[src/rtl/assert_macros.svh]
// ---------------------------------------------------------------------------
// assert_macros.svh
// Shared concurrent assertion macros for the blur/threshold RTL.
// ---------------------------------------------------------------------------
`ifndef ASSERT_MACROS_SVH
`define ASSERT_MACROS_SVH

// Same-cycle implication, disabled while in reset
`define GBT_ASSERT_IMP(name, clk, rst_n, ante, cons) \
    name: assert property (@(posedge clk) disable iff (!rst_n) (ante) |-> (cons)) \
        else $error("gbt assertion failed");

// Next-cycle implication, disabled while in reset
`define GBT_ASSERT_NXT(name, clk, rst_n, ante, cons) \
    name: assert property (@(posedge clk) disable iff (!rst_n) (ante) |=> (cons)) \
        else $error("gbt assertion failed");

`endif

[src/rtl/gbt_pkg.sv]
// ---------------------------------------------------------------------------
// gbt_pkg
// Types and constants shared by the blur/threshold front, queue and back.
// ---------------------------------------------------------------------------
package gbt_pkg;

    localparam int MAX_WIDTH       = 1024;
    localparam int QUEUE_DEPTH     = 4;

    localparam logic [8:0]  THRESHOLD_RESET = 9'd145;
    localparam logic [10:0] WIDTH_RESET     = 11'd1024;

    // configuration register indexes
    localparam logic REG_THRESHOLD = 1'b0;
    localparam logic REG_WIDTH     = 1'b1;

    // one classified column handed from front to back
    typedef struct packed {
        logic [9:0] csum;       // top + 2*middle + bottom
        logic       emit_left;  // result for the previous column
        logic       emit_edge;  // result for this column (row end)
        logic       row_end;    // clear the window after this beat
        logic [9:0] column;     // column of this beat, masked to 10 bits
    } job_t;

endpackage

[src/rtl/gbt_back.sv]
// ---------------------------------------------------------------------------
// gbt_back
// Holds the sliding window of column sums, forms the weighted 3x3 sum and
// drives the result register (none, one or two results per column job).
// ---------------------------------------------------------------------------
`include "assert_macros.svh"

module gbt_back
(
    input  logic          clk,
    input  logic          rst_n,
    input  logic          restart,
    input  logic [8:0]    threshold,
    input  logic          job_empty,
    input  gbt_pkg::job_t job,
    output logic          pop,
    output logic          out_valid,
    input  logic          out_ready,
    output logic [7:0]    blurred_value,
    output logic          colony_mark,
    output logic [9:0]    out_column,
    output logic          last
);

    logic [9:0]  prev1_reg;
    logic [9:0]  prev2_reg;
    logic        phase_reg;
    logic        phase_next;
    logic        out_valid_reg;
    logic [7:0]  value_reg;
    logic        mark_reg;
    logic [9:0]  column_reg;
    logic        last_reg;

    logic        load_ok;
    logic        load;
    logic        do_left;
    logic [9:0]  cs_a;
    logic [9:0]  cs_b;
    logic [9:0]  cs_c;
    logic [11:0] wsum;

    assign load_ok = !out_valid_reg || out_ready;

    // sequencing of the results of the head job
    always_comb
    begin
        pop        = 1'b0;
        load       = 1'b0;
        phase_next = phase_reg;
        do_left    = job.emit_left && !phase_reg;
        if (!job_empty)
        begin
            if (!job.emit_left && !job.emit_edge)
            begin
                pop = 1'b1;
            end
            else if (load_ok)
            begin
                load = 1'b1;
                if (do_left && job.emit_edge)
                begin
                    phase_next = 1'b1;
                end
                else
                begin
                    pop        = 1'b1;
                    phase_next = 1'b0;
                end
            end
        end
    end

    // window selection and weighted sum
    always_comb
    begin
        if (do_left)
        begin
            cs_a = prev2_reg;
            cs_b = prev1_reg;
            cs_c = job.csum;
        end
        else
        begin
            cs_a = prev1_reg;
            cs_b = job.csum;
            cs_c = '0;
        end
        wsum = 12'(cs_a) + {1'b0, cs_b, 1'b0} + 12'(cs_c);
    end

    // control
    always_ff @(posedge clk or negedge rst_n)
    begin
        if (!rst_n)
        begin
            phase_reg     <= 1'b0;
            out_valid_reg <= 1'b0;
            prev1_reg     <= '0;
            prev2_reg     <= '0;
        end
        else if (restart)
        begin
            phase_reg     <= 1'b0;
            out_valid_reg <= 1'b0;
            prev1_reg     <= '0;
            prev2_reg     <= '0;
        end
        else
        begin
            phase_reg <= phase_next;
            if (load)
            begin
                out_valid_reg <= 1'b1;
            end
            else if (out_ready)
            begin
                out_valid_reg <= 1'b0;
            end
            if (pop)
            begin
                if (job.row_end)
                begin
                    prev1_reg <= '0;
                    prev2_reg <= '0;
                end
                else
                begin
                    prev2_reg <= prev1_reg;
                    prev1_reg <= job.csum;
                end
            end
        end
    end

    // result payload
    always_ff @(posedge clk)
    begin
        if (load)
        begin
            value_reg  <= wsum[11:4];
            mark_reg   <= ({1'b0, wsum} < {threshold, 4'b0000});
            column_reg <= do_left ? job.column - 10'd1 : job.column;
            last_reg   <= !(do_left && job.emit_edge);
        end
    end

    assign out_valid     = out_valid_reg;
    assign blurred_value = value_reg;
    assign colony_mark   = mark_reg;
    assign out_column    = column_reg;
    assign last          = last_reg;

    `GBT_ASSERT_IMP(a_phase_has_job, clk, rst_n, phase_reg, !job_empty)
    `GBT_ASSERT_IMP(a_phase_two_results, clk, rst_n, phase_reg,
                    job.emit_left && job.emit_edge)
    `GBT_ASSERT_IMP(a_load_only_when_free, clk, rst_n, load, load_ok)

endmodule

[config.mk]
export PLATFORM = sky130hd
export DESIGN_NAME = gbt_back
export DESIGN_NICKNAME = d
export VERILOG_FILES = /design/src/rtl/gbt_pkg.sv /design/src/rtl/gbt_back.sv
export VERILOG_INCLUDE_DIRS = /design/src /design/src/rtl
export SDC_FILE = /design/constraint.sdc
export NUM_CORES = 1
export LEC_CHECK = 0
export ABC_AREA = 1
export BUFFER_PORTS_ARGS = -buffer_cell sky130_fd_sc_hd__buf_4
export CORE_ASPECT_RATIO = 0.7
export CORE_UTILIZATION = 60
export DETAILED_ROUTE_END_ITERATION = 6
export GPL_ROUTABILITY_DRIVEN = 1
export PLACE_DENSITY = 0.88
export SETUP_SLACK_MARGIN = 0.1
export SYNTH_ARGS = -nofsm -noshare
export SYNTH_HDL_FRONTEND = slang
export SYNTH_SLANG_ARGS = --single-unit
[constraint.sdc]
create_clock -name clk -period 6.2 [get_ports clk]
set_clock_uncertainty 0.1 [all_clocks]
set_input_delay 0.31 -clock clk [delete_from_list [all_inputs] [get_ports clk]]
set_output_delay 0.31 -clock clk [all_outputs]
set_load 0.05 [all_outputs]
==> results.md, run 1 <==
- Area Overhead vs Synth: 20.81%
- Setup ws final: 1780 ps
- Filler cells: 315
- H-tree Lvls: 2
- Die Ht: 60.15 um
- Post-Synthesis Cells: 348
- Worst-path clk slew: 80 ps
- Syn. warnings: 0
- Seq cells post-synth: 42
- Die area: 5116 sq um
- Share of cells above drive strength 1: 20.83%
- PortBufs: 58
- Post-synth top cells: 77 x nand2_1, 68 x inv_1, 25 x nor2_1, 25 x o21ai_0, 22 x dfrtp_1
- CTS tree: done
- Primary FF master, synth: dfrtp_1
- Io pins: 59
- Capturing point of the worst reg2reg path: colony_mark$_DFFE_PP_
- First DRT Iteration DRCs: 122
- Cts bufs inserted: 5
- Initial antenna violation count: 0
- Leading area contributor after synthesis: edfxtp_1
- Post-CTS setup buffer count: 0
- Total power: 0.9327 mW
- Starting density of the core: 64.69%
- Row Count: 20
- Crit path arrival time: 4470 ps
- GRT Overall Usage: 27.39%
- DRT Pass-1 Iters: 4
- Final Setup Violations: 0
- Post-Route WL: 6377 um
- CP Launch Type: flop
- Crit Path Class: flop to flop
- DR WL/cell: 13.77 um
- Endpoint kind of the worst setup timing path: flop
- Routed via count: 2537
- Reg2reg path depth: 16
- Worst Hold End: out_valid$_DFFE_PN0P_
- Synthesized area: 2898 sq um
- CTS hold repair buffers: 1
- PwrDens: 266.4 nW/um^2
- Core region area: 4479 sq um
- Data required, critical path: 6250 ps
- Skew-Pair Late Insertion Delay: 290 ps
- Share of the synthesized area in the top cell type: 20.73%
- Clock buffer depth: 2
- Via density: 5.479
- Post-CTS sizing: 0
- Slew Viols, Final: 0
- Final min period: 4420 ps
- DR DRC count: 0
- Vias in the first global route: 2400
- Die X: 85.07 um
- Hold Path Stages: 2
- P_leak: 1.830 nW
- EDFF count, synth: 20
- Multi-input gate area: 1436 sq um
- Max FO, Critical Path: 41
- Rel. slew slack: 24.15%
- Max Cap Violations: 0
- Antenna Cells: 0
- First-pass GRT wire length: 10660 um
- Share of synthesized registers carrying an async set or reset: 52.38%
- Placement Cell Area: 3358 sq um
- F_max: 226.2 MHz
- Final nets: 470
- DP HPWL: 4725 um
- CTS Root Cell: clkbuf_8
- Setup Slack @ Placement: 1849 ps
- Worst-margin pin slew: 1135 ps
- Routed Antenna Nets: 0
- Top-count cell post-synth: nand2_1
- Number of failing hold endpoints at the final stage: 0
- Hold crit path type: input pin to flop
- Sequential area share after synthesis: 39.72%
- Largest net degree at the start of global routing: 42
- Final Cell Area: 3501 sq um
- Outcome: completed
- Sinks on the clock net: 42
- Worst hold start: restart
- Register-to-register setup slack: 1780 ps
- Net count after synthesis: 411
- Register area: 1151 sq um
- Synth unique cells: 31
- GR Overflow Total: 0
- Worst R2R Start: phase_reg$_DFFE_PN0P_
- Max IR drop VDD: 0.2261 mV
- Setup tns final: 0 ps
- GPL Wtd Cong: 0.8727
- Top post-synthesis cells by area: edfxtp_1 21%, dfrtp_1 19%, nand2_1 10%, inv_1 8.8%, ha_1 7.3%
- Final worst-path cycle share: 71.29%
- Avg Cell Area, Syn: 8.327 sq um
- Unrepaired setup endpoints after global routing: false
==> layer usage <==
layer,part of all wire [%],track usage (%),up-vias
met5,0,0,-
li1,-,-,1224
met3,6.1,4.972,21
met4,2.7,10.17,0
met2,49,48.50,88
met1,42,34.25,1204
==> area by class of cell <==
cell class                 count  area share (%)
clock inverter                 3           1.823
clock buffer                   5           1.966
inverter                      71           7.613
sequential                    42           32.88
tap                           55           1.966
multi-input combinational    228           41.03
timing repair buffer          59           12.72
==> critical path, stage by stage, from the launching register on <==
cell	delay, ps
dfrtp_1	410
inv_1	50
nand2_1	820
o21ai_0	310
fa_1	600
inv_1	40
ha_1	370
nand2_1	110
nor2_1	180
nand3_1	110
nand3_1	160
xor2_1	200
ha_1	270
a21o_1	180
a21oi_1	130
o21ai_0	100
a21oi_1	120
==> worst max path at each step <==
stage | start | to | slack [ps] | cells past startpoint
2_1_floorplan | phase_reg$_DFFE_PN0P_ | colony_mark$_DFFE_PP_ | 2710 | 19
3_3_place_gp | job[12] | colony_mark$_DFFE_PP_ | 2070 | 16
3_5_place_dp | phase_reg$_DFFE_PN0P_ | colony_mark$_DFFE_PP_ | 1850 | 15
4_1_cts | phase_reg$_DFFE_PN0P_ | colony_mark$_DFFE_PP_ | 1790 | 15
5_1_grt | phase_reg$_DFFE_PN0P_ | colony_mark$_DFFE_PP_ | 1300 | 16
6_report | phase_reg$_DFFE_PN0P_ | colony_mark$_DFFE_PP_ | 1780 | 16
==> report_power, final <==
group / switching [mW] / total (mW) / internal [mW]
clock: 0.0977 / 0.257 / 0.159
sequential: 0.00654 / 0.329 / 0.322
combinational: 0.228 / 0.347 / 0.119
==> stage by stage <==
stage | hold WS [ps] | std cells | util, %
6_report | 105.3 | 463 | 78.16
5_1_grt | 105.2 | 463 | 78.16
4_1_cts | 103.4 | 463 | 78.16
3_5_place_dp | 114.7 | 454 | 74.97
3_3_place_gp | 111.6 | 454 | 74.97
2_1_floorplan | -85.59 | 348 | -
==> logic make-up after synthesis <==
| kind of cell | share of synthesized area, % |
|---|---|
| AOI/OAI and AO/OA | 13.00 |
| xor gates and xnor gates | 3.325 |
| adders and majority gates | 13.56 |
| buffers and inverters | 10.71 |
| DFF | 39.72 |
| and+or+nand+nor | 19.69 |
==> cells in the final DEF, fill, tap and decap left out, types with 3 or more instances in the layout <==
cell      instances
edfxtp_1         20
ha_1             17
o21ai_2           6
nand3_1          12
buf_4            58
o22ai_2           4
nor2_1           25
xor2_1            8
dfrtp_1          22
fa_1              9
clkbuf_8          5
o21a_1            3
a31oi_1           7
nand2_1          77
nor3_1            6
o21ai_0          25
a21oi_1          14
xnor2_1           3
inv_1            68
Power figures use the tool's default switching activity.
==> inputs of run 2 (changes only) <==
CORE_UTILIZATION = 50   (was 60)
PLACE_DENSITY = 0.79   (was 0.88)
clock period = 4 ns   (was 6.2 ns; I/O delays follow)
==> results.md, run 2 (synthesis results as in run 1) <==
- Outcome: completed
- P_leak: 1.861 nW
- Vias in the first global route: 2317
- F_max: 279.2 MHz
- DR WL/cell: 12.38 um
- GRT Overall Usage: 21.79%
- PortBufs: 58
- Routed Antenna Nets: 0
- CTS tree: done
- CP Launch Type: flop
- Worst R2R Start: phase_reg$_DFFE_PN0P_
- Slew Viols, Final: 0
- GPL Wtd Cong: 0.8679
- Starting density of the core: 53.71%
- Initial antenna violation count: 0
- Register-to-register setup slack: 420 ps
- Slowest CP cell: fa_1
- First-pass GRT wire length: 10320 um
- Cell repeated most along the worst path: nand2_1
- Worst-path clk slew: 90 ps
- Setup crit start: phase_reg$_DFFE_PN0P_
- Final Setup Violations: 0
- Unrepaired setup endpoints after global routing: false
- GR Overflow Total: 0
- PwrDens: 405.2 nW/um^2
- First DRT Iteration DRCs: 96
- DR DRC count: 0
- Setup Slack @ Placement: 332.1 ps
- Largest net degree at the start of global routing: 42
- Setup ws final: 418.1 ps
- Die Ht: 65.70 um
- Worst-margin pin slew: 814.1 ps
- Commonest non-fill, non-tap cells in the layout: 77 x nand2_1, 68 x inv_1, 61 x buf_4, 25 x nor2_1, 23 x o21ai_0
- Final worst-path cycle share: 89.55%
- Row Count: 22
- Die X: 92.99 um
- Max stage delay on crit path: 560 ps
- Sinks on the clock net: 42
- Setup tns final: 0 ps
- Capturing point of the worst reg2reg path: colony_mark$_DFFE_PP_
- Filler cells: 467
- Max Cap Violations: 0
- Hold crit path type: input pin to flop
- Number of failing hold endpoints at the final stage: 0
- Crit path to: colony_mark$_DFFE_PP_
- Commonest non-fill, non-tap cell in the layout: nand2_1
- DRT Pass-1 Iters: 5
- Data required, critical path: 3960 ps
- Io pins: 59
- Final nets: 475
- Skew-Pair Late Insertion Delay: 300 ps
- Final min period: 3582 ps
- Share of cells above drive strength 1: 22.03%
- Endpoint kind of the worst setup timing path: flop
- H-tree Lvls: 2
- Cts bufs inserted: 5
- Area Overhead vs Synth: 23.66%
- CTS Root Cell: clkbuf_8
- Max IR drop VDD: 0.2130 mV
- Reg2reg path depth: 24
- Max FO, Critical Path: 41
- Routed via count: 2390
- Crit Path Class: flop to flop
- Post-Route WL: 6002 um
- Crit path cell chain: inv_1 > nand2_1 > buf_12 > nand2_1 > o21ai_0 > fa_1 > inv_1 > ha_1 > nand3_1 > nand2_1 > nand2_1 > nand2_1 > nand2_1 > nand2_1 > nand2_1 > nand2_1 > ha_1 > inv_1 > nor2_1 > nand3_1 > inv_1 > nand2_1 > o21ai_0 > a21oi_1
- Antenna Cells: 0
- DP HPWL: 4655 um
- Crit path arrival time: 3540 ps
- Rel. slew slack: 45.67%
- Via density: 4.928
- Clock buffer depth: 2
- Die area: 6109 sq um
- Core region area: 5395 sq um
-- run 2: cell types whose count changed in the layout (fill, tap and decap cells not counted) --
cell / change
o21ai_0: -2
a21oi_1: -1
a21oi_2: +1
clkinv_4: +1
dlygate4sd3_1: +1
clkinv_1: -1
o21ai_1: +2
buf_4: +3
buf_12: +1
-- run 2: power by group --
group | switching [mW] | total, mW | internal [mW]
logic | 0.343 | 0.532 | 0.190
registers | 0.0115 | 0.511 | 0.500
clock network | 0.158 | 0.409 | 0.250
-- run 2: worst max-delay path, delay by kind of cell, from the launching register on --
family | cells | cell delay, ps
AND/OR/NAND/NOR | 13 | 990
buffers and inverters | 5 | 400
adder cells (fa/ha/maj) | 3 | 1170
flip-flops | 1 | 430
AO/OA/AOI/OAI | 3 | 250
-- run 2: how the worst min path moves through the flow --
stage | start | to | cells after the start
3_5_place_dp | rst_n | prev2_reg[1]$_DFFE_PN0P_ | 1
3_3_place_gp | rst_n | prev2_reg[1]$_DFFE_PN0P_ | 1
2_1_floorplan | rst_n | out_valid$_DFFE_PN0P_ | 0
6_report | job[16] | prev1_reg[3]$_DFFE_PN0P_ | 3
4_1_cts | job[16] | prev1_reg[3]$_DFFE_PN0P_ | 3
5_1_grt | job[16] | prev1_reg[3]$_DFFE_PN0P_ | 3
-- run 2: layer usage --
metal	part of all wire (%)	vias to the layer above	GRT usage (%)
li1	-	1235	-
met3	4.8	2	3.704
met4	0.32	0	4.231
met2	46	54	36.95
met1	49	1099	29.72
met5	0	-	0
-- run 2: layout make-up --
class | instances | area (sq um) | area share [%]
Clock buffer | 5 | 68.82 | 1.920
Clock inverter | 3 | 68.82 | 1.920
Sequential cell | 42 | 1151 | 32.12
Timing Repair Buffer | 64 | 498.0 | 13.90
Tap cell | 72 | 90.09 | 2.514
Inverter | 71 | 266.5 | 7.437
Multi-Input combinational cell | 228 | 1440 | 40.19
-- run 2: what timing repair did --
item | CTS | global route
endpoints found under the hold margin | 23 | 0
gates resized for setup | 0 | 3
endpoints found under the setup margin | 0 | 1
buffers inserted | 0 | 3
hold buffers | 2 | 0
-- run 2: per-stage QoR --
stage | power, mW | cells | area (sq um) | util, % | hold WS [ps]
after floorplan | 0.8975 | 348 | 2898 | - | -195.6
after global routing | 1.551 | 485 | 3583 | 66.42 | 30.68
after detailed placement | 1.044 | 472 | 3400 | 63.01 | 4.621
final | 1.452 | 485 | 3583 | 66.42 | 31.07
after CTS | 1.458 | 482 | 3557 | 65.93 | 20.19
after global placement | 1.031 | 472 | 3400 | 63.01 | 5.198
