[src/rtl/assert_macros.svh]
// ---------------------------------------------------------------------------
// assert_macros.svh
// Shared concurrent assertion macros for the blur/threshold RTL.
// ---------------------------------------------------------------------------
`ifndef ASSERT_MACROS_SVH
`define ASSERT_MACROS_SVH

// Same-cycle implication, disabled while in reset
`define GBT_ASSERT_IMP(name, clk, rst_n, ante, cons) \
    name: assert property (@(posedge clk) disable iff (!rst_n) (ante) |-> (cons)) \
        else $error("gbt assertion failed");

// Next-cycle implication, disabled while in reset
`define GBT_ASSERT_NXT(name, clk, rst_n, ante, cons) \
    name: assert property (@(posedge clk) disable iff (!rst_n) (ante) |=> (cons)) \
        else $error("gbt assertion failed");

`endif

[src/rtl/gbt_pkg.sv]
// ---------------------------------------------------------------------------
// gbt_pkg
// Types and constants shared by the blur/threshold front, queue and back.
// ---------------------------------------------------------------------------
package gbt_pkg;

    localparam int MAX_WIDTH       = 1024;
    localparam int QUEUE_DEPTH     = 4;

    localparam logic [8:0]  THRESHOLD_RESET = 9'd145;
    localparam logic [10:0] WIDTH_RESET     = 11'd1024;

    // configuration register indexes
    localparam logic REG_THRESHOLD = 1'b0;
    localparam logic REG_WIDTH     = 1'b1;

    // one classified column handed from front to back
    typedef struct packed {
        logic [9:0] csum;       // top + 2*middle + bottom
        logic       emit_left;  // result for the previous column
        logic       emit_edge;  // result for this column (row end)
        logic       row_end;    // clear the window after this beat
        logic [9:0] column;     // column of this beat, masked to 10 bits
    } job_t;

endpackage

[src/rtl/gbt_queue.sv]
// ---------------------------------------------------------------------------
// gbt_queue
// Small register FIFO decoupling the front from the back.
// ---------------------------------------------------------------------------
`include "assert_macros.svh"

module gbt_queue
(
    input  logic          clk,
    input  logic          rst_n,
    input  logic          flush,
    input  logic          push,
    input  gbt_pkg::job_t push_data,
    output logic          full,
    input  logic          pop,
    output logic          empty,
    output gbt_pkg::job_t head
);

    localparam int DEPTH = gbt_pkg::QUEUE_DEPTH;
    localparam int PW    = (DEPTH > 1) ? $clog2(DEPTH) : 1;
    localparam int CNTW  = $clog2(DEPTH + 1);

    gbt_pkg::job_t    entry_reg [DEPTH];
    logic [PW-1:0]    wr_ptr_reg;
    logic [PW-1:0]    rd_ptr_reg;
    logic [CNTW-1:0]  count_reg;
    logic [CNTW-1:0]  count_next;

    assign full  = (count_reg == CNTW'(DEPTH));
    assign empty = (count_reg == '0);
    assign head  = entry_reg[rd_ptr_reg];

    // occupancy
    always_comb
    begin
        count_next = count_reg;
        if (push && !pop)
        begin
            count_next = count_reg + 1'b1;
        end
        else if (pop && !push)
        begin
            count_next = count_reg - 1'b1;
        end
    end

    // pointers
    always_ff @(posedge clk or negedge rst_n)
    begin
        if (!rst_n)
        begin
            wr_ptr_reg <= '0;
            rd_ptr_reg <= '0;
            count_reg  <= '0;
        end
        else if (flush)
        begin
            wr_ptr_reg <= '0;
            rd_ptr_reg <= '0;
            count_reg  <= '0;
        end
        else
        begin
            if (push)
            begin
                wr_ptr_reg <= (wr_ptr_reg == PW'(DEPTH - 1)) ? '0 : wr_ptr_reg + 1'b1;
            end
            if (pop)
            begin
                rd_ptr_reg <= (rd_ptr_reg == PW'(DEPTH - 1)) ? '0 : rd_ptr_reg + 1'b1;
            end
            count_reg <= count_next;
        end
    end

    // storage
    always_ff @(posedge clk)
    begin
        if (push)
        begin
            entry_reg[wr_ptr_reg] <= push_data;
        end
    end

    `GBT_ASSERT_IMP(a_no_overflow, clk, rst_n, full, !push || pop)
    `GBT_ASSERT_IMP(a_no_underflow, clk, rst_n, empty, !pop)
    `GBT_ASSERT_NXT(a_count_grows, clk, rst_n, push && !pop && !flush,
                    count_reg == $past(count_reg) + 1'b1)

endmodule

[config.mk]
export PLATFORM = sky130hd
export DESIGN_NAME = gbt_queue
export DESIGN_NICKNAME = d
export VERILOG_FILES = /design/src/rtl/gbt_pkg.sv /design/src/rtl/gbt_queue.sv
export VERILOG_INCLUDE_DIRS = /design/src /design/src/rtl
export SDC_FILE = /design/constraint.sdc
export NUM_CORES = 1
export LEC_CHECK = 0
export BUFFER_PORTS_ARGS = -buffer_cell sky130_fd_sc_hd__buf_2
export CAP_MARGIN = 20
export CORE_ASPECT_RATIO = 1.25
export CORE_MARGIN = 3
export CORE_UTILIZATION = 34
export DETAILED_ROUTE_END_ITERATION = 7
export PLACE_DENSITY = 0.51
export SLEW_MARGIN = 30
export SYNTH_ARGS = -nofsm -noshare
export SYNTH_HDL_FRONTEND = slang
export SYNTH_SLANG_ARGS = --single-unit
export TNS_END_PERCENT = 10
[constraint.sdc]
create_clock -name clk -period 1.7 [get_ports clk]
set_input_delay 0.085 -clock clk [delete_from_list [all_inputs] [get_ports clk]]
set_output_delay 0.085 -clock clk [all_outputs]
set_load 0.005 [all_outputs]
==> metrics.txt, run 1 <==
status finished clean; Final Core Density between 40 and 50%; Finished Layout Cells ~400; Critical Path RT about 1.6 ns; multi-input logic area 768.2 µm²; drt first pass iters 4; pins over their slew limit 0; worst-margin pin slew 0.2706 ns; final setup vio count 0; Port Buffer Count 52; Gate Count Post-Synth 168; Final Cycle Share ~100%; Seq/Total Area, Yosys ~77%; grt ovf 0; max FFs per register a little over 90; GPL Wtd Cong approximately 0.66; initial antenna violation count 0; Filler Cell Count around 900; Top Ports between 50 and 60; fin area 4831 µm²; clk sinks 99; vias post-DR 1890; syn nets between 200 and 250; largest net degree at the start of global routing 24; Layout area overhead 26.38%; FF+latch area about 3000 µm²; drt drc 0; clk_lat worst skew roughly 0.34 ns; area of the mapped netlist ~3800 µm²; vias per cell between 4 and 5; Die ar. roughly 13000 µm²; DRT iter0 DRCs 62; normalized max-slew margin around four fifths; CTS clk-pin slew, worst paths about 0.060 ns; worst IR drop on VDD approximately 0.00044 V; R2R cell count 5; final period demand of the worst path around 1.7 ns; # nets final a little under 300; Fmax around 590 MHz; Warnings, synthesis 0; die height 124.5 µm; Final Hold Fails 0; ANT nets after route 0; clk buf depth 2; CTS root buf clkbuf_16; dpl ws 0.2348 ns; Max-Cap Viols 0; skew final between 0.004 and 0.005 ns; All-Layer GR Usage 11.56%; Avg Cell Area, Syn about 23 µm²; Hold Path Stages 2; placed instance area about 4300 µm²; H-tree Lvls 3; core footprint around 11000 µm²; setup TNS 0 ns; row count 42; post-DP HPWL 4451 µm; vias in the first global route a little over 2000; crit path DAT 1.61 ns; Worst setup EP type output pin; Post-Route WL 6700 µm; diodes inserted 0; CTS tree yes; number of placed instances, taps included 357; CP Max Fanout 7; layout cells sized above 1 around 39%; routed len/inst around 17 µm; final worst slack 0.008368 ns; first-pass GRT wire length 10790 µm; Initial Util a little over a third; Worst Hold Class input port to flop; RSZ-0062 raised after global routing true; crit start category flop; Die W between 100 and 150 µm; Static Leak between 0.0015 and 0.002 µW; Num CTS Buffers 9; crit path kind flop to output pin; Yosys reg bits slightly below 100; Pwr Density ~1100 nW/µm²; Yosys cell types 23
==> layout make-up <==
cell class	instances	share of cell area (%)
Clock buffer	10	4.740
Clock inverter	5	1.140
Inverter	5	0.3885
Multi-Input combinational cell	56	15.90
Sequential cell	99	60.84
Tap cell	132	3.419
Timing Repair Buffer	90	13.57
==> critical path, cell delays in order, from the launching register on <==
cell and delay, ns:
dfrtp_2 0.43, buf_6 0.18, mux4_2 0.52, buf_2 0.14
==> metal layers <==
layer / wire length, µm / share of wire, % / vias to the layer above / global-route usage, %
li1: - / - / 866 / -
met1: 2853 / 43 / 971 / 14.46
met2: 3407 / 51 / 41 / 18.34
met3: 279 / 4.2 / 12 / 2.241
met4: 159 / 2.4 / 0 / 6.899
met5: 0 / 0 / - / 0
==> cell usage in the layout, fill, tap and decap left out, types with 2 or more instances in the layout <==
cell           instances
edfxtp_1              92
buf_2                 51
dlygate4sd3_1         24
mux4_2                23
clkbuf_16              9
nor2_1                 8
buf_4                  8
dfrtp_1                6
inv_1                  5
ha_1                   5
and2_1                 4
buf_6                  4
nor3b_1                3
mux2i_1                3
nor3_1                 2
buf_12                 2
==> worst paths after layout <==
check	start	end	slack [ns]
max	rd_ptr_reg[0]	head[10]	0.008
min	flush	count_reg[0]	0.02
max reg2reg	count_reg[0]	count_reg[2]	0.23
min reg2reg	count_reg[0]	count_reg[0]	0.58
max in group asynchronous	rst_n	rd_ptr_reg[0]	1.41
min in group asynchronous	rst_n	count_reg[0]	0.11
==> what timing repair did <==
item,CTS,global route
hold endpoints to repair,99,0
buffers inserted,1,0
resized for setup,10,1
endpoints found under the setup margin,20,23
hold buffers,24,0
==> kinds of logic (layout without fill, tap and decap cells) <==
| logic type | Yosys count | in the layout | share of synthesized area [%] |
|---|---|---|---|
| AO/OA/AOI/OAI | 3 | 3 | 0.4581 |
| XOR/XNOR | 2 | 2 | 0.4583 |
| adder cells (fa/ha/maj) | 6 | 6 | 2.160 |
| buffers and inverters | 13 | 110 | 2.553 |
| flip-flops | 99 | 99 | 76.86 |
| multiplexers | 26 | 26 | 14.83 |
| AND/OR/NAND/NOR | 19 | 19 | 2.684 |
==> synth_stat cells <==
library cell	count	area, µm²
xnor2_1	1	8.760
inv_1	5	18.77
and3b_1	1	8.760
nor3b_1	3	22.52
ha_1	5	62.56
mux4_2	18	405.4
dfrtp_1	7	175.2
buf_2	4	20.02
mux2i_1	3	30.03
and2_1	4	25.02
nor2_1	8	30.03
xor2_1	1	8.760
and3_1	1	6.260
a21oi_1	1	5.000
o21ai_0	1	5.000
mux4_1	5	131.4
a211oi_1	1	7.510
buf_12	2	40.04
buf_6	1	11.26
fa_1	1	20.02
nor3_1	2	10.01
buf_4	1	7.510
edfxtp_1	92	2763
==> power by group <==
part           switching, µW  total (µW)  internal [µW]
combinational            252         561            309
sequential              35.6        2810           2770
clock                    810        1940           1130
total                   1100        5310           4210
==> through the flow <==
stage	power, µW	hold slack [ns]
2_1_floorplan	3151	-0.2106
4_1_cts	5379	0.01359
3_5_place_dp	3378	-0.06080
3_3_place_gp	3370	-0.06351
5_1_grt	5531	0.01511
6_report	5307	0.01525
Note: power is estimated with default switching activity, not from simulation.
==> run 2, diff against run 1 <==
--- a/config.mk
+++ b/config.mk
@@ -7,12 +7,13 @@
 export NUM_CORES = 1
 export LEC_CHECK = 0
 export BUFFER_PORTS_ARGS = -buffer_cell sky130_fd_sc_hd__buf_2
-export CAP_MARGIN = 20
+export CELL_PAD_IN_SITES_DETAIL_PLACEMENT = 1
+export CELL_PAD_IN_SITES_GLOBAL_PLACEMENT = 1
 export CORE_ASPECT_RATIO = 1.25
 export CORE_MARGIN = 3
 export CORE_UTILIZATION = 34
 export DETAILED_ROUTE_END_ITERATION = 7
-export PLACE_DENSITY = 0.51
+export PLACE_DENSITY = 0.57
 export SLEW_MARGIN = 30
 export SYNTH_ARGS = -nofsm -noshare
 export SYNTH_HDL_FRONTEND = slang
==> run 2 against run 1 <==
Net effect: count of clock-buffer cells in the layout increased by 1; die area unchanged; largest cell class unchanged; largest power group unchanged; combinational power increased by 2%; first-iteration DRC count decreased by 3.2%; cell count increased by 1.0%.
==> metrics.txt, run 2 (synthesis gave the netlist of run 1 again) <==
worst r2r src count_reg[0]; CTS tree yes; core footprint 10770 µm²; largest net degree at the start of global routing 18; internal power between 4000 and 5000 µW; crit path DAT approximately 1.6 ns; reg-to-reg endpoint count_reg[2]; skew final around 0.0043 ns; die height ~120 µm; H-tree Lvls 3; crit start category flop; layout cells sized above 1 approximately two fifths; Final Cycle Share between 90 and 100%; ANT nets after route 0; Die W between 100 and 150 µm; Pwr Density around 1100 nW/µm²; highest-count cells in the layout ignoring fill and taps edfxtp_1, buf_2, dlygate4sd3_1; max FFs per register 92; clk buf depth 2; final period demand of the worst path roughly 1.7 ns; DRT iter0 DRCs 60; Die ar. 12560 µm²; Top Ports 53; drt first pass iters 5; Crit path largest cell delay 0.52 ns; Initial Util between 30% and 40%; vias post-DR 1916; # nets final 298; Layout area overhead 27.30%; drt drc 0; Power, Total between 5000 and 6000 µW; pins over their slew limit 0; grt ovf 0; Post-Route WL 7115 µm; multi-input logic area slightly below 800 µm²; row count between 40 and 50; R2R cell count 5; Comb pwr share 10.8%; register share of total power between 50% and 60%; clk_lat worst skew between 0.3 and 0.4 ns; switching share of power between 20% and 30%; Final Hold Fails 0; post-DP HPWL between 4000 and 5000 µm; CTS clk-pin slew, worst paths 0.06 ns; Max-Cap Viols 0; diodes inserted 0; status finished clean; worst-margin pin slew ~0.28 ns; Port Buffer Count 52; crit path kind flop to output pin; Worst Hold Class input port to async pin; CP cell instances buf_12, mux4_2, buf_2; Clk pwr share a little over a third; vias per cell 4.778; register-to-register setup slack roughly 0.17 ns; Worst setup EP type output pin; Filler Cell Count between 1000 and 1500; clk sinks about 100; normalized max-slew margin between 80 and 90%; worst IR drop on VDD 0.0005826 V; commonest non-fill, non-tap cell in the layout edfxtp_1; initial antenna violation count 0; Critical Path RT 1.62 ns; Static Leak around 0.0017 µW; NetSw between 1000 and 1500 µW; CTS root buf clkbuf_16; RSZ-0062 raised after global routing true; Num CTS Buffers 9; GPL Wtd Cong roughly 0.65; Fmax 590.2 MHz; setup TNS 0 ns; FF+latch area 2939 µm²; first-pass GRT wire length about 11000 µm; vias in the first global route around 2100; Slowest-stage cell, CP mux4_2; final setup vio count 0; All-Layer GR Usage between 10% and 20%; CP Max Fanout 11; routed len/inst 17.74 µm
run 2: cell count changes in the layout (fill, tap and decap cells not counted):
cell           previous run  this run
buf_12                    2         3
buf_2                    51        50
buf_4                     8        11
buf_8                     1         0
clkbuf_1                  1         2
clkinv_4                  1         0
clkinvlp_4                1         2
dlygate4sd3_1            24        25
run 2: per-layer routing:
metal / global-route usage (%) / part of all wire [%] / up-vias / wire length, µm
met1: 15.33 / 42 / 990 / 2973
li1: - / - / 873 / -
met2: 19.89 / 53 / 44 / 3746
met5: 0 / 0 / - / 0
met4: 4.520 / 1.3 / 0 / 94
met3: 3.417 / 4.2 / 9 / 300
run 2: layout make-up:
cell class              instances  area share, %
flip-flops and latches         99          60.40
multi-input cells              56          15.79
repair buffers                 93          14.14
clock buffers                  11          4.783
well taps                     132          3.394
clock inverters                 5          1.106
inverters                       5         0.3857
run 2: worst max-delay path, delay by kind of cell (launching register included):
kind | cells | cell delay [ns]
buffers and inverters | 2 | 0.32
muxes | 1 | 0.52
DFF | 1 | 0.43
run 2: how the worst max path moves through the flow:
stage / start / to / slack (ns) / cells past startpoint
after CTS: rd_ptr_reg[0] / head[8] / -0.03 / 3
after detailed placement: count_reg[0] / count_reg[2] / 0.18 / 5
after global routing: rd_ptr_reg[0] / head[8] / -0.07 / 3
after floorplan: wr_ptr_reg[0] / entry_reg[2][0] / 0.11 / 3
after global placement: rd_ptr_reg[0] / head[1] / 0.22 / 3
final: rd_ptr_reg[0] / head[8] / 0.006 / 3
run 2: repair_timing:
item                                    4_1_cts  5_1_grt
gates cloned                                  0        0
hold buffers                                 25        0
hold endpoints to repair                    102        0
buffers inserted                              2        0
endpoints found under the setup margin       20       23
resized for setup                             7        2
run 2: stage by stage:
| step | instance area, µm² | utilization, % | instances | worst slack [ns] | hold WS, ns |
|---|---|---|---|---|---|
| 3_3_place_gp | 4313 | 40.03 | 358 | 0.2241 | -0.06370 |
| 4_1_cts | 4853 | 45.05 | 401 | -0.03284 | 0.1042 |
| 5_1_grt | 4866 | 45.17 | 401 | -0.07016 | 0.1205 |
| 2_1_floorplan | 3822 | - | 168 | 0.1074 | -0.2106 |
| 3_5_place_dp | 4313 | 40.03 | 358 | 0.1829 | -0.06498 |
| 6_report | 4866 | 45.17 | 401 | 0.005785 | 0.1109 |
run 2: power groups by stage:
stage	Sequential [µW]	Clock [µW]	Combinational, µW
final	2810	1940	575
after global routing	2820	2100	642
after CTS	2810	2010	587
after detailed placement	2870	0	523
after global placement	2860	0	516
after floorplan	2850	0	301
==> run 3, diff against run 2 <==
--- a/config.mk
+++ b/config.mk
@@ -11,9 +11,9 @@
 export CELL_PAD_IN_SITES_GLOBAL_PLACEMENT = 1
 export CORE_ASPECT_RATIO = 1.25
 export CORE_MARGIN = 3
-export CORE_UTILIZATION = 34
+export CORE_UTILIZATION = 44
 export DETAILED_ROUTE_END_ITERATION = 7
-export PLACE_DENSITY = 0.57
+export PLACE_DENSITY = 0.71
 export SLEW_MARGIN = 30
 export SYNTH_ARGS = -nofsm -noshare
 export SYNTH_HDL_FRONTEND = slang
==> run 3 against run 2 <==
Net effect: the flow now finishes with violations (setup timing); hold slack worse by 0.026 ns; count of clock-buffer cells in the layout is 1 lower; sequential share of layout area is 0.66 points higher; power is 9.0% lower; largest cell class unchanged; largest power group unchanged.
==> metrics.txt, run 3 (synthesis gave the netlist of run 1 again) <==
status finished with violations; failing checks setup timing; die height approximately 110 µm; Clk pwr share 29.2%; layout cells sized above 1 38.58%; Final Cycle Share 103.5%; Final Hold Fails 0; final setup vio count 23; row count 37; Post-Route WL between 7000 and 8000 µm; CTS clk-pin slew, worst paths roughly 0.09 ns; diodes inserted 0; H-tree Lvls 3; CP startpoint rd_ptr_reg[0]; crit path DAT approximately 1.7 ns; CTS root buf clkbuf_8; Die ar. a little under 10000 µm²; Worst Hold Class input port to async pin; # nets final just under 300; Static Leak 0.001724 µW; CP Max Fanout 6; Die W 89.37 µm; clk buf depth 2; Comb pwr share about an eighth; skew final slightly below 0.009 ns; crit start category flop; Num CTS Buffers 9; ANT nets after route 0; post-DP HPWL between 4000 and 5000 µm; Fmax 568.6 MHz; normalized max-slew margin 81.91%; initial antenna violation count 0; GR Util met3 4.610%; max FFs per register about 90; vias in the first global route 2186; FF+latch area just under 3000 µm²; worst r2r src count_reg[0]; first-pass GRT wire length ~11000 µm; vias per cell around 5.2; Initial Util around 46%; grt ovf 0; highest-count cells in the layout ignoring fill and taps edfxtp_1, buf_2, dlygate4sd3_1; RSZ-0062 raised after global routing true; Critical Path RT approximately 1.6 ns; Layout area overhead 25.92%; CTS tree yes; GPL Wtd Cong between 0.6 and 0.7; final period demand of the worst path 1.759 ns; largest net degree at the start of global routing 24; GRT met2 Usage 28.77%; DRT iter0 DRCs 89; WHS approximately 0.085 ns; multi-input logic area between 700 and 800 µm²; NetSw between 1000 and 1500 µW; Max-Cap Viols 0; Port Buffer Count 52; switching share of power 21.71%; drt first pass iters 4; core footprint between 8000 and 9000 µm²; internal power about 3800 µW; commonest non-fill, non-tap cell in the layout edfxtp_1; Worst setup EP type output pin; Filler Cell Count ~760; vias post-DR about 1900; Finished Layout Cells 364; Top Ports 53; worst-margin pin slew ~0.27 ns; Pwr Density 1007 nW/µm²; clk sinks 99; clk_lat worst skew between 0.3 and 0.4 ns; final worst slack -0.05879 ns; All-Layer GR Usage roughly 16%; met1 GRT Util 18.86%; worst IR drop on VDD about 0.00048 V; drt drc 0; register-to-register setup slack between 0.15 and 0.2 ns; number of placed instances, taps included 319; register share of total power ~58%; crit path kind flop to output pin; pins over their slew limit 0; routed len/inst between 15 and 20 µm; gr busiest metal met2
==> run 3: repair_timing <==
item / 4_1_cts / 5_1_grt
pin swaps: 0 / 0
resized for setup: 5 / 3
endpoints found under the hold margin: 106 / 0
cloned: 1 / 1
hold buffers: 25 / 0
setup buffers: 3 / 0
endpoints found under the setup margin: 23 / 23
==> run 3: final timing paths <==
| check | endpoint | cells past startpoint |
|---|---|---|
| max in group asynchronous | rd_ptr_reg[0] | 2 |
| setup reg to reg | count_reg[2] | 5 |
| min in group clk | rd_ptr_reg[0] | 3 |
| hold / removal | rd_ptr_reg[1] | 2 |
| hold reg to reg | count_reg[0] | 2 |
| setup / recovery | head[12] | 4 |
==> run 3: worst max-delay path, stage by stage, from the launching register on <==
cell     delay (ns)
dfrtp_2        0.38
buf_12         0.15
buf_12         0.13
mux4_2         0.51
buf_2          0.15
==> run 3: layout make-up <==
class / count / area share (%)
flip-flops and latches: 99 / 61.06
clock buffers: 10 / 2.651
multi-input cells: 56 / 16.04
inverters: 5 / 0.3899
repair buffers: 92 / 16.19
clock inverters: 5 / 1.144
well taps: 97 / 2.521
==> run 3: power groups by stage <==
stage | clock, µW | combinational [µW] | sequential [µW]
after floorplan | 0 | 301 | 2850
after global placement | 0 | 504 | 2870
after detailed placement | 0 | 517 | 2870
after CTS | 1470 | 615 | 2810
after global routing | 1580 | 693 | 2820
final | 1410 | 625 | 2810
==> run 3: stage by stage <==
stage / cell area (µm²) / worst slack (ns) / utilization (%) / power [µW] / setup TNS [ns]
after floorplan: 3822 / 0.1074 / - / 3151 / 0
after detailed placement: 4277 / 0.1861 / 51.32 / 3389 / 0
after global placement: 4277 / 0.2356 / 51.32 / 3371 / 0
after global routing: 4813 / -0.1385 / 57.76 / 5091 / -2.736
final: 4813 / -0.05879 / 57.76 / 4846 / -0.9011
after CTS: 4770 / -0.1040 / 57.24 / 4895 / -1.420
==> run 3: routing by layer <==
layer	up-vias	wire length, µm
li1	866	-
met1	983	2925
met2	42	3835
met3	8	291
met4	0	87
met5	-	0
